[src/design/bitmap_frame_allocator_top_assert.svh]
// ----------------------------------------------------------------------------
// Assertion macros for the bitmap frame allocator
// Shorthands for clocked, reset-gated concurrent assertions.
// ----------------------------------------------------------------------------
`ifndef BITMAP_FRAME_ALLOCATOR_TOP_ASSERT_SVH
`define BITMAP_FRAME_ALLOCATOR_TOP_ASSERT_SVH

// Same-cycle implication
`define BFA_ASSERT_SAME(label, ante, cons, msg) \
    label: assert property (@(posedge i_clk) disable iff (!i_rst_n) (ante) |-> (cons)) \
        else $error(msg);

// Next-cycle implication
`define BFA_ASSERT_NEXT(label, ante, cons, msg) \
    label: assert property (@(posedge i_clk) disable iff (!i_rst_n) (ante) |=> (cons)) \
        else $error(msg);

`endif

[src/design/bfa_pkg.sv]
// ----------------------------------------------------------------------------
// bfa_pkg
// Shared types, constants and helpers of the bitmap frame allocator.
// ----------------------------------------------------------------------------
package bfa_pkg;

    // Default sizing
    localparam int unsigned NUM_FRAMES_DEF = 1024;
    localparam int unsigned PAGE_SHIFT_DEF = 12;

    // Fixed field widths
    localparam int ADDR_W = 22;
    localparam int CNT_W  = 11;

    localparam logic [CNT_W-1:0] COUNT_MAX = {CNT_W{1'b1}};
    localparam logic [7:0]       BYTE_FULL = 8'hFF;

    // Request kinds
    localparam logic KIND_ALLOC = 1'b0;
    localparam logic KIND_FREE  = 1'b1;

    typedef enum logic [2:0] {
        ST_CLEAR,
        ST_IDLE,
        ST_SCAN,
        ST_FREE_WR,
        ST_RESP
    } t_state;

    // Position of the lowest clear bit in a byte (byte must not be full)
    function automatic logic [2:0] lowest_clear(input logic [7:0] b);
        logic [2:0] pos;
        pos = 3'd0;
        for (int j = 7; j >= 0; j--) begin
            if (!b[j]) begin
                pos = 3'(j);
            end
        end
        return pos;
    endfunction

endpackage

[src/design/bfa_bitmap_ram.sv]
// ----------------------------------------------------------------------------
// bfa_bitmap_ram
// Bitmap storage: one write port, one read port, registered read data.
// ----------------------------------------------------------------------------
module bfa_bitmap_ram #(
    parameter int unsigned DEPTH = 128,
    parameter int unsigned AW    = 7
) (
    input  logic          i_clk,
    input  logic          i_wr_en,
    input  logic [AW-1:0] i_wr_addr,
    input  logic [7:0]    i_wr_data,
    input  logic          i_rd_en,
    input  logic [AW-1:0] i_rd_addr,
    output logic [7:0]    o_rd_data
);

    logic [7:0] r_mem [DEPTH];
    logic [7:0] r_rd_data;

    // Write port
    always_ff @(posedge i_clk) begin
        if (i_wr_en) begin
            r_mem[i_wr_addr] <= i_wr_data;
        end
    end

    // Read port, registered read data
    always_ff @(posedge i_clk) begin
        if (i_rd_en) begin
            r_rd_data <= r_mem[i_rd_addr];
        end
    end

    assign o_rd_data = r_rd_data;

endmodule

[src/design/bitmap_frame_allocator_top.sv]
// ----------------------------------------------------------------------------
// bitmap_frame_allocator_top
// First-fit page frame allocator over a one-bit-per-frame bitmap in RAM.
// ----------------------------------------------------------------------------
// Usage:
//   Request channel (i_in_valid / o_in_stall): i_kind selects allocate or
//   free; i_address names the page to free. One request is worked at a time.
//   Response channel (o_out_valid / i_out_stall): one response per request
//   with ok, the allocated page address and the frame count afterwards.
//   Config channel (i_cfg_valid / o_cfg_ready): writes frame_limit; ready is
//   always high, writes belong between requests.
// Timing:
//   Free: read, write back, then output; an out-of-range page goes straight to output.
//   Allocate: the scan reads one bitmap byte per cycle from byte 0, over at
//   most min(frame_limit/8, NUM_FRAMES/8) bytes; a full count goes straight
//   to output. The next request is accepted the cycle after the response is
//   loaded into the output register.
// Reset:
//   A clearing pass writes every bitmap byte to zero, one byte per cycle,
//   with requests stalled. frame_limit resets to NUM_FRAMES, the count to zero.
// Stall:
//   A stalled response holds in the output register; a finished request waits
//   in the result registers till the output frees up; the input stays stalled.
// ----------------------------------------------------------------------------
module bitmap_frame_allocator_top
    import bfa_pkg::*;
#(
    parameter int unsigned NUM_FRAMES = NUM_FRAMES_DEF,
    parameter int unsigned PAGE_SHIFT = PAGE_SHIFT_DEF
) (
    input  logic              i_clk,
    input  logic              i_rst_n,
    // request
    input  logic              i_in_valid,
    output logic              o_in_stall,
    input  logic              i_kind,
    input  logic [ADDR_W-1:0] i_address,
    // response
    output logic              o_out_valid,
    input  logic              i_out_stall,
    output logic              o_ok,
    output logic [ADDR_W-1:0] o_frame_address,
    output logic [CNT_W-1:0]  o_used_count,
    // config
    input  logic              i_cfg_valid,
    output logic              o_cfg_ready,
    input  logic [CNT_W-1:0]  i_cfg_data
);

    localparam int unsigned BYTES = (NUM_FRAMES + 7) / 8;
    localparam int unsigned WHOLE = NUM_FRAMES / 8;
    localparam int unsigned AW    = (BYTES > 1) ? $clog2(BYTES) : 1;
    localparam int unsigned NBW   = $clog2(WHOLE + 1);
    localparam int unsigned LW    = (NBW > 8) ? NBW : 8;
    localparam int unsigned SHW   = AW + 3 + ADDR_W;

    // Control registers
    t_state            r_state, n_state;
    logic [CNT_W-1:0]  r_limit, n_limit;
    logic [CNT_W-1:0]  r_count, n_count;
    logic [AW-1:0]     r_clr_idx, n_clr_idx;
    logic [LW-1:0]     r_rd_idx, n_rd_idx;
    logic              r_rd_pend, n_rd_pend;
    logic              r_out_valid, n_out_valid;

    // Payload registers
    logic [AW-1:0]     r_chk_idx, n_chk_idx;
    logic [LW-1:0]     r_nbytes, n_nbytes;
    logic [AW-1:0]     r_byte_idx, n_byte_idx;
    logic [2:0]        r_bit, n_bit;
    logic              r_res_ok, n_res_ok;
    logic [ADDR_W-1:0] r_res_faddr, n_res_faddr;
    logic              r_out_ok, n_out_ok;
    logic [ADDR_W-1:0] r_out_faddr, n_out_faddr;
    logic [CNT_W-1:0]  r_out_count, n_out_count;

    // RAM ports
    logic              wr_en;
    logic [AW-1:0]     wr_addr;
    logic [7:0]        wr_data;
    logic              rd_en;
    logic [AW-1:0]     rd_addr;
    logic [7:0]        rd_data;

    // Helpers
    logic              in_accept;
    logic [ADDR_W-1:0] free_frame;
    logic              free_in_range;
    logic [LW-1:0]     lim_bytes;
    logic [LW-1:0]     scan_bytes;
    logic [2:0]        hit_bit;
    logic [SHW-1:0]    hit_shifted;
    logic [CNT_W-1:0]  count_inc;
    logic [CNT_W-1:0]  count_dec;

    bfa_bitmap_ram #(
        .DEPTH (BYTES),
        .AW    (AW)
    ) u_ram (
        .i_clk     (i_clk),
        .i_wr_en   (wr_en),
        .i_wr_addr (wr_addr),
        .i_wr_data (wr_data),
        .i_rd_en   (rd_en),
        .i_rd_addr (rd_addr),
        .o_rd_data (rd_data)
    );

    assign o_in_stall      = (r_state != ST_IDLE);
    assign in_accept       = i_in_valid && !o_in_stall;
    assign o_cfg_ready     = 1'b1;
    assign o_out_valid     = r_out_valid;
    assign o_ok            = r_out_ok;
    assign o_frame_address = r_out_faddr;
    assign o_used_count    = r_out_count;

    // Frame decode for a free request
    assign free_frame    = i_address >> PAGE_SHIFT;
    assign free_in_range = (free_frame < ADDR_W'(NUM_FRAMES));

    // Scan bound: whole bytes below the limit, capped at the bitmap size
    assign lim_bytes  = LW'(r_limit[CNT_W-1:3]);
    assign scan_bytes = (lim_bytes < LW'(WHOLE)) ? lim_bytes : LW'(WHOLE);

    // Hit in the byte just read
    assign hit_bit     = lowest_clear(rd_data);
    assign hit_shifted = SHW'({r_chk_idx, hit_bit}) << PAGE_SHIFT;

    // Saturating count steps
    assign count_inc = (r_count != COUNT_MAX) ? r_count + CNT_W'(1) : r_count;
    assign count_dec = (r_count != '0) ? r_count - CNT_W'(1) : r_count;

    // Next state and datapath
    always_comb begin
        n_state     = r_state;
        n_limit     = r_limit;
        n_count     = r_count;
        n_clr_idx   = r_clr_idx;
        n_rd_idx    = r_rd_idx;
        n_rd_pend   = r_rd_pend;
        n_out_valid = r_out_valid;
        n_chk_idx   = r_chk_idx;
        n_nbytes    = r_nbytes;
        n_byte_idx  = r_byte_idx;
        n_bit       = r_bit;
        n_res_ok    = r_res_ok;
        n_res_faddr = r_res_faddr;
        n_out_ok    = r_out_ok;
        n_out_faddr = r_out_faddr;
        n_out_count = r_out_count;
        wr_en       = 1'b0;
        wr_addr     = r_clr_idx;
        wr_data     = 8'h00;
        rd_en       = 1'b0;
        rd_addr     = r_rd_idx[AW-1:0];

        // Config write
        if (i_cfg_valid && o_cfg_ready) begin
            n_limit = i_cfg_data;
        end

        // Response taken
        if (r_out_valid && !i_out_stall) begin
            n_out_valid = 1'b0;
        end

        case (r_state)
            // Zero the bitmap after reset
            ST_CLEAR: begin
                wr_en   = 1'b1;
                wr_addr = r_clr_idx;
                wr_data = 8'h00;
                n_clr_idx = r_clr_idx + AW'(1);
                if (r_clr_idx == AW'(BYTES - 1)) begin
                    n_state = ST_IDLE;
                end
            end

            // Take a request
            ST_IDLE: begin
                if (in_accept) begin
                    n_res_ok    = 1'b0;
                    n_res_faddr = '0;
                    if (i_kind == KIND_FREE) begin
                        if (free_in_range) begin
                            rd_en      = 1'b1;
                            rd_addr    = free_frame[AW+2:3];
                            n_byte_idx = free_frame[AW+2:3];
                            n_bit      = free_frame[2:0];
                            n_state    = ST_FREE_WR;
                        end else begin
                            n_state = ST_RESP;
                        end
                    end else begin
                        if (r_count == r_limit || scan_bytes == '0) begin
                            n_state = ST_RESP;
                        end else begin
                            n_nbytes  = scan_bytes;
                            n_rd_idx  = '0;
                            n_rd_pend = 1'b0;
                            n_state   = ST_SCAN;
                        end
                    end
                end
            end

            // Byte-per-cycle first-fit scan
            ST_SCAN: begin
                if (r_rd_pend && rd_data != BYTE_FULL) begin
                    wr_en       = 1'b1;
                    wr_addr     = r_chk_idx;
                    wr_data     = rd_data | (8'b1 << hit_bit);
                    n_count     = count_inc;
                    n_res_ok    = 1'b1;
                    n_res_faddr = hit_shifted[ADDR_W-1:0];
                    n_rd_pend   = 1'b0;
                    n_state     = ST_RESP;
                end else if (r_rd_idx < r_nbytes) begin
                    rd_en     = 1'b1;
                    rd_addr   = r_rd_idx[AW-1:0];
                    n_chk_idx = r_rd_idx[AW-1:0];
                    n_rd_idx  = r_rd_idx + LW'(1);
                    n_rd_pend = 1'b1;
                end else begin
                    n_rd_pend = 1'b0;
                    n_state   = ST_RESP;
                end
            end

            // Clear the freed bit
            ST_FREE_WR: begin
                wr_en    = 1'b1;
                wr_addr  = r_byte_idx;
                wr_data  = rd_data & ~(8'b1 << r_bit);
                n_count  = count_dec;
                n_res_ok = 1'b1;
                n_state  = ST_RESP;
            end

            // Load the output register once it is free
            ST_RESP: begin
                if (!r_out_valid || !i_out_stall) begin
                    n_out_valid = 1'b1;
                    n_out_ok    = r_res_ok;
                    n_out_faddr = r_res_faddr;
                    n_out_count = r_count;
                    n_state     = ST_IDLE;
                end
            end

            default: begin
                n_state = ST_IDLE;
            end
        endcase
    end

    // Control state
    always_ff @(posedge i_clk) begin
        if (!i_rst_n) begin
            r_state     <= ST_CLEAR;
            r_limit     <= CNT_W'(NUM_FRAMES);
            r_count     <= '0;
            r_clr_idx   <= '0;
            r_rd_idx    <= '0;
            r_rd_pend   <= 1'b0;
            r_out_valid <= 1'b0;
        end else begin
            r_state     <= n_state;
            r_limit     <= n_limit;
            r_count     <= n_count;
            r_clr_idx   <= n_clr_idx;
            r_rd_idx    <= n_rd_idx;
            r_rd_pend   <= n_rd_pend;
            r_out_valid <= n_out_valid;
        end
    end

    // Payload
    always_ff @(posedge i_clk) begin
        r_chk_idx   <= n_chk_idx;
        r_nbytes    <= n_nbytes;
        r_byte_idx  <= n_byte_idx;
        r_bit       <= n_bit;
        r_res_ok    <= n_res_ok;
        r_res_faddr <= n_res_faddr;
        r_out_ok    <= n_out_ok;
        r_out_faddr <= n_out_faddr;
        r_out_count <= n_out_count;
    end

    // Assertions
    `include "bitmap_frame_allocator_top_assert.svh"

    `BFA_ASSERT_SAME(a_clear_blocks, r_state == ST_CLEAR, o_in_stall, "request taken during clear")
    `BFA_ASSERT_SAME(a_scan_bound, r_state == ST_SCAN, r_rd_idx <= r_nbytes, "scan past bound")
    `BFA_ASSERT_NEXT(a_free_path, in_accept && i_kind == KIND_FREE && free_in_range, r_state == ST_FREE_WR, "free skipped write")

endmodule

[config.mk]
export PLATFORM = sky130hd
export DESIGN_NAME = bitmap_frame_allocator_top
export DESIGN_NICKNAME = d
export VERILOG_FILES = /design/src/design/bfa_pkg.sv /design/src/design/bfa_bitmap_ram.sv /design/src/design/bitmap_frame_allocator_top.sv
export VERILOG_INCLUDE_DIRS = /design/src /design/src/design
export SDC_FILE = /design/constraint.sdc
export NUM_CORES = 2
export LEC_CHECK = 0
export BUFFER_PORTS_ARGS = -buffer_cell sky130_fd_sc_hd__buf_4
export CORE_MARGIN = 1.5
export CORE_UTILIZATION = 57
export DETAILED_ROUTE_END_ITERATION = 10
export GPL_TIMING_DRIVEN = 0
export PLACE_DENSITY = 0.82
export SYNTH_ARGS = -nofsm -noshare
export SYNTH_HDL_FRONTEND = slang
export SYNTH_SLANG_ARGS = --single-unit
[constraint.sdc]
create_clock -name i_clk -period 6.7 [get_ports i_clk]
set_input_delay 0 -clock i_clk [delete_from_list [all_inputs] [get_ports i_clk]]
set_output_delay 0 -clock i_clk [all_outputs]
set_load 0.1 [all_outputs]
After elaboration in Yosys (flattened, before gate mapping)
Memories as Yosys holds them, arrays and structs flattened. A register that Yosys moved wholly into a read port is not among the register bits.
Index checks and enable logic that the tools add are counted.
{"block": "op_classes", "order_cmp": 3, "n_eq_ne": 20, "n_bitwise": 6, "reduce_logical": 25, "n_shift": 2, "n_addsub": 4, "n_div": 0, "mul": 0, "n_mux": 59}
{"operator": "two-way mux 8 bit", "n": 7}
{"operator": "two-way mux 3 bit", "n": 16}
{"operator": "two-way mux 22 bit", "n": 2}
{"operator": "one-hot mux 22 bit (2 select lines)", "n": 1}
{"operator": "two-way mux 7 bit", "n": 5}
{"operator": "two-way mux 11 bit", "n": 3}
{"operator": "one-hot mux 8 bit (2 select lines)", "n": 2}
{"operator": "one-hot mux 11 bit (2 select lines)", "n": 1}
{"operator": "inequality test 2 bit, second input constant", "n": 10}
{"operator": "AND reduction 4 bit", "n": 5}
{"operator": "two-way mux 1 bit", "n": 16}
{"operator": "left shift 1 x 3 -> 8 bit, first input constant", "n": 2}
{"operator": "one-hot mux 3 bit (5 select lines)", "n": 1}
{"operator": "one-hot mux 7 bit (2 select lines)", "n": 1}
{"operator": "adder 11 x 1 -> 11 bit, second input constant", "n": 1}
{"operator": "== test 11 bit", "n": 1}
{"operator": "less-than comparator 10 x 11 -> 1 bit, second input constant", "n": 1}
{"operator": "inequality test 11 bit, second input constant", "n": 1}
{"operator": "nonzero test 11 bit", "n": 1}
{"operator": "subtractor 11 x 1 -> 11 bit, second input constant", "n": 1}
{"operator": "AND reduction 3 bit", "n": 3}
{"operator": "adder 8 x 1 -> 8 bit, second input constant", "n": 1}
{"operator": "AND 8 bit", "n": 1}
{"operator": "logical NOT 8 bit", "n": 1}
{"operator": "24 further kinds", "n": 35}
{"block": "word_totals", "memories": 1, "output_inout_bits": 37, "register_bits": 124, "rom_bits": 0, "latch_bits": 0, "inputBits": 39, "ramBits": 1024, "elab_cells": 136}
{"memory": "u_ram.r_mem", "words": 128, "width": 8, "rd": 1, "rd_clocked_by_memory_dff": 1, "write_ports": 1, "line_no": "bfa_bitmap_ram.sv:18", "text": "logic [7:0] r_mem [DEPTH];"}

Depth between registers and ports, before layout
{"block": "logic_depth", "ltp_word": 12, "depth_mapped": 15, "mapped_depth_nobuf": 11}

Cells and area by module
From an unflattened synthesis, not the netlist that was laid out.
{"block": "unflattened", "cells_unflattened": 2115, "hier_area_um2": 44824.2}
{"mod": "bfa_bitmap_ram", "n_inst": 1, "cells_each": 1635, "area_per_inst_um2": 39745.6}
{"mod": "bitmap_frame_allocator_top", "n_inst": 1, "cells_each": 480, "area_per_inst_um2": 5078.6}

Worst setup path after synthesis
No wires, ideal clock.
{"block": "synth_path", "path_type": "flip-flop to flip-flop", "from": "register r_state[0]", "to": "memory u_ram.r_mem[0][2], data pin", "t_required_ns": 5.502, "arrival_ns": 6.097, "slack_ns": -0.595, "path_stages_with_launch": 5, "cell_sequence": "dfxtp_1 clkbuf_1 nor3b_1 nand2_1 o21ai_0"}
{"block": "synth_between", "elab_chain_cells": 2}
{"item": "from (decl)", "line_no": "bitmap_frame_allocator_top.sv:58", "text": "t_state r_state, n_state;"}
{"item": "from (signal assigned)", "line_no": "bitmap_frame_allocator_top.sv:268", "text": "r_state <= n_state;"}
{"item": "== test 3 x 2 -> 1 bit", "line_no": "bitmap_frame_allocator_top.sv:167", "text": "case (r_state)"}
{"item": "one-hot mux 8 bit (2 select lines) (*)", "line_no": "bitmap_frame_allocator_top.sv:167"}
{"item": "net u_ram.i_wr_data[2]", "line_no": "bfa_bitmap_ram.sv:12", "text": "input logic [7:0] i_wr_data,"}
{"item": "to (decl)", "line_no": "bfa_bitmap_ram.sv:18"}
Mark *: on every way through the listed nets, which the timed path passes. The rest lies on a longest branch.

Final worst setup path
{"block": "layout_path", "from": "register r_state[1]", "to": "register u_ram.r_rd_data[1] (netlist: u_ram.o_rd_data[1]), read port of u_ram.r_mem, data pin"}
{"block": "layout_between", "elab_chain_cells": 5}
{"item": "inequality test 3 x 1 -> 1 bit", "line_no": "bitmap_frame_allocator_top.sv:109", "text": "assign o_in_stall = (r_state != ST_IDLE);"}
{"item": "logical NOT 1 bit", "line_no": "bitmap_frame_allocator_top.sv:110", "text": "assign in_accept = i_in_valid && !o_in_stall;"}
{"item": "logical AND 1 bit", "line_no": "bitmap_frame_allocator_top.sv:110"}
{"item": "two-way mux 1 bit / two-way mux 7 bit (equally long branches)", "line_no": "bitmap_frame_allocator_top.sv:181", "text": "if (in_accept) begin"}
{"item": "one-hot mux 1 bit (2 select lines) / two-way mux 7 bit (equally long branches)"}
{"item": "to (decl)", "line_no": "bfa_bitmap_ram.sv:19", "text": "logic [7:0] r_rd_data;"}
Several ways; a longest one is shown, not always the timed one.
A chain may end at the register's enable or synchronous reset.

==> run metrics <==
Yosys cell types 77; hold path endpoint r_bit[2]; Post-Route WL 131 mm; row cnt 103; core area 79300 um2; vias per inst 6.82; post-route ant nets 0; DRC 1; max_cap viols 0; Clock power frac 43.7%; WL/cell 30.3 um; Logic pwr share 1.6%; clock tree from TritonCTS built; peak supply drop 0.000249 V; RSZ-0062 raised after global routing false; Flop pwr share 54.7%; IO Port Bufs 49; clock root buffer clkbuf_16; Power per Cell Area 270 nW/um2; Skew-Pair Late Insertion Delay 720 ps; Chip Height 286 um; most used routing layer in global routing met2; Crit Reg-Reg Startpoint r_state[1]; width of the die 286 um; Warnings, synthesis 0; Synth area leaders edfxtp_1 71%, mux4_2 4.1%, mux2i_1 3.8%, nand2_1 3.8%, dfxtp_1 1.8%; FF-to-FF setup slack 1490 ps; Worst Setup Path Type register to register; Critical Path Sink Type register; switching pwr 2.88 mW; Initial DRC Count 5403; Slew headroom 3.78%; Final Skew 65.7 ps; GPL Wtd Cong 0.999; Max Freq 192 MHz; Filler cells 4953; CTS Buf Count 107; global-route wire length before repair 185 mm; share of layout cells above drive strength 1 13.9%; Leakage 17.7 nW; Setup-failing EPs final 0; Post-synth EDFFs 1090; Startpoint Class register; internal power 11.2 mW; DR vias 29423; htree depth 3; largest net degree at the start of global routing 73; Switching Share 20.5%; failing checks DRC; CTS max path bufs 3; Overflow after GRT 0; ys async rst share 0%; Tcrit/Tclk final 77.7%; Synth Flop Type edfxtp_1; run status complete, but fails checks; CP arrival 5630 ps; top cell type by total area after synthesis edfxtp_1; share of the synthesized area in the top cell type 71.5%; M2 GR Usage 48.1%; Mapped Cells 2942; clk sinks 1132; Avg Inst Size Synth 15.6 um2; DP Worst Slack 1840 ps; routing usage on met3 10.9%; Worst R2R End u_ram.o_rd_data[1]; WHS Path Cells 2; minimum clock period 5210 ps; most frequent cells in the layout 1090 x edfxtp_1, 462 x nand2_1, 200 x nor2_1; Slew Viols, Final 0; worst reg-to-reg path cell count 12; worst slew pin tran 1440 ps; Final Hold Fails 0; hold wc startpoint i_address[14]; TritonRoute pass-1 iters 11; Detailed Place HPWL 85.3 mm; Seq/Total Area, Yosys 73.3%; crit path setup slack, layout 1490 ps; Total Routing Usage GR 31.5%; synthesized flop and latch total 1132; Area Overhead vs Synth 13.7%; CP Data Required Time 7120 ps; initial core utilization 57.8%; I/O Pins 76; CTS clk-pin slew, worst paths 60 ps; vias in the first global route 28203; Layout Nets 3227; commonest non-fill, non-tap cell in the layout edfxtp_1; Total Neg Setup Slack 0 ps; initial antenna violation count 4; Crit Path Max Fanout 10; Cell Area, Synth 45800 um2; Hold WC Path Type input port to register; met1 global-route usage 39.1%; Die Area 82100 um2; setup bufs post-CTS 0
==> worst max-delay path, stage by stage (launching register included) <==
cell and delay (ps):
dfxtp_1 300, buf_2 160, nor3b_4 360, inv_2 140, o21ai_0 530, nand2_1 360, nor2_1 1110, clkbuf_1 670
a32oi_1 240, a31oi_1 350, a2111oi_1 130, buf_2 260, and4_1 290
==> cells in the mapped netlist (all sizes together) (27+ instances only) <==
cell,number
buf,95
and2,33
nor2,204
nand2,463
a21oi,67
o21ai,27
a32oi,85
dfxtp,42
nand3,104
edfxtp,1090
clkbuf,71
a31oi,49
mux4,83
mux2i,176
==> routing by layer <==
layer	wire length, um	vias to the layer above
met3	20300	631
met1	42400	14093
met5	88	-
met2	58800	2828
li1	-	11865
met4	9230	6
==> cells by family (layout without fill, tap and decap cells) <==
kind of cell / Yosys count / count (layout) / synth area share [%]
buffers and inverters: 191 / 500 / 2.46
other: 2 / 16 / 0.0164
multiplexers: 267 / 267 / 8.12
flip-flops: 1132 / 1132 / 73.3
XOR/XNOR: 26 / 26 / 0.497
AO/OA/AOI/OAI: 393 / 393 / 6.37
adder cells (fa/ha/maj): 19 / 19 / 0.535
AND/OR/NAND/NOR: 912 / 912 / 8.70
==> what timing repair did <==
| item | CTS | global route |
|---|---|---|
| hold buffers | 31 | 0 |
| gates resized for setup | 0 | 0 |
| endpoints found under the hold margin | 57 | 0 |
==> registers in the layout, indices dropped and copies added, names as in the netlist, 3 cells and up <==
register	flops
o_frame_address	10
o_used_count	11
r_bit	3
r_byte_idx	7
r_chk_idx	7
r_clr_idx	7
r_count	11
r_limit	11
r_nbytes	8
r_rd_idx	8
r_res_faddr	10
r_state	3
u_ram.o_rd_data	8
u_ram.r_mem	1024
==> area by class of cell <==
| class | count | area, um2 | area share (%) |
|---|---|---|---|
| clock inverter | 80 | 757 | 1.45 |
| inverter | 25 | 93.8 | 0.180 |
| sequential | 1132 | 33600 | 64.5 |
| timing repair buffer | 107 | 1270 | 2.45 |
| buffer | 166 | 1030 | 1.98 |
| multi-input combinational | 1630 | 11200 | 21.6 |
| antenna | 3 | 7.51 | 0.0144 |
| clock buffer | 122 | 2790 | 5.35 |
| tap | 1050 | 1310 | 2.52 |
==> metrics by stage <==
step | std cells | util, % | area, um2 | power [mW] | hold WS [ps]
2_1_floorplan | 2953 | - | 45800 | 7.94 | 61.9
3_3_place_gp | 4052 | 60.0 | 47500 | 8.01 | 190
3_5_place_dp | 4077 | 60.8 | 48200 | 8.01 | 182
4_1_cts | 4310 | 65.7 | 52000 | 14.0 | 15.9
5_1_grt | 4312 | 65.7 | 52100 | 14.3 | 24.5
6_report | 4315 | 65.7 | 52100 | 14.0 | 0.148
==> power groups by stage <==
| stage | Combinational (mW) | Clock (mW) | Sequential [mW] |
|---|---|---|---|
| 2_1_floorplan | 0.111 | 0 | 7.82 |
| 3_3_place_gp | 0.184 | 0 | 7.83 |
| 3_5_place_dp | 0.186 | 0 | 7.83 |
| 4_1_cts | 0.202 | 6.11 | 7.68 |
| 5_1_grt | 0.220 | 6.37 | 7.67 |
| 6_report | 0.221 | 6.14 | 7.68 |
==> worst max path at each step <==
stage	startpoint	to	depth (start not counted)
4_1_cts	r_state[1]	u_ram.o_rd_data[1]	11
6_report	r_state[1]	u_ram.o_rd_data[1]	12
3_3_place_gp	r_state[1]	u_ram.r_mem[97][5]	7
5_1_grt	r_state[1]	u_ram.o_rd_data[1]	12
3_5_place_dp	r_state[1]	u_ram.o_rd_data[1]	11
2_1_floorplan	r_state[1]	u_ram.r_mem[0][5]	7
No activity file was read; power rests on OpenSTA's default activity.
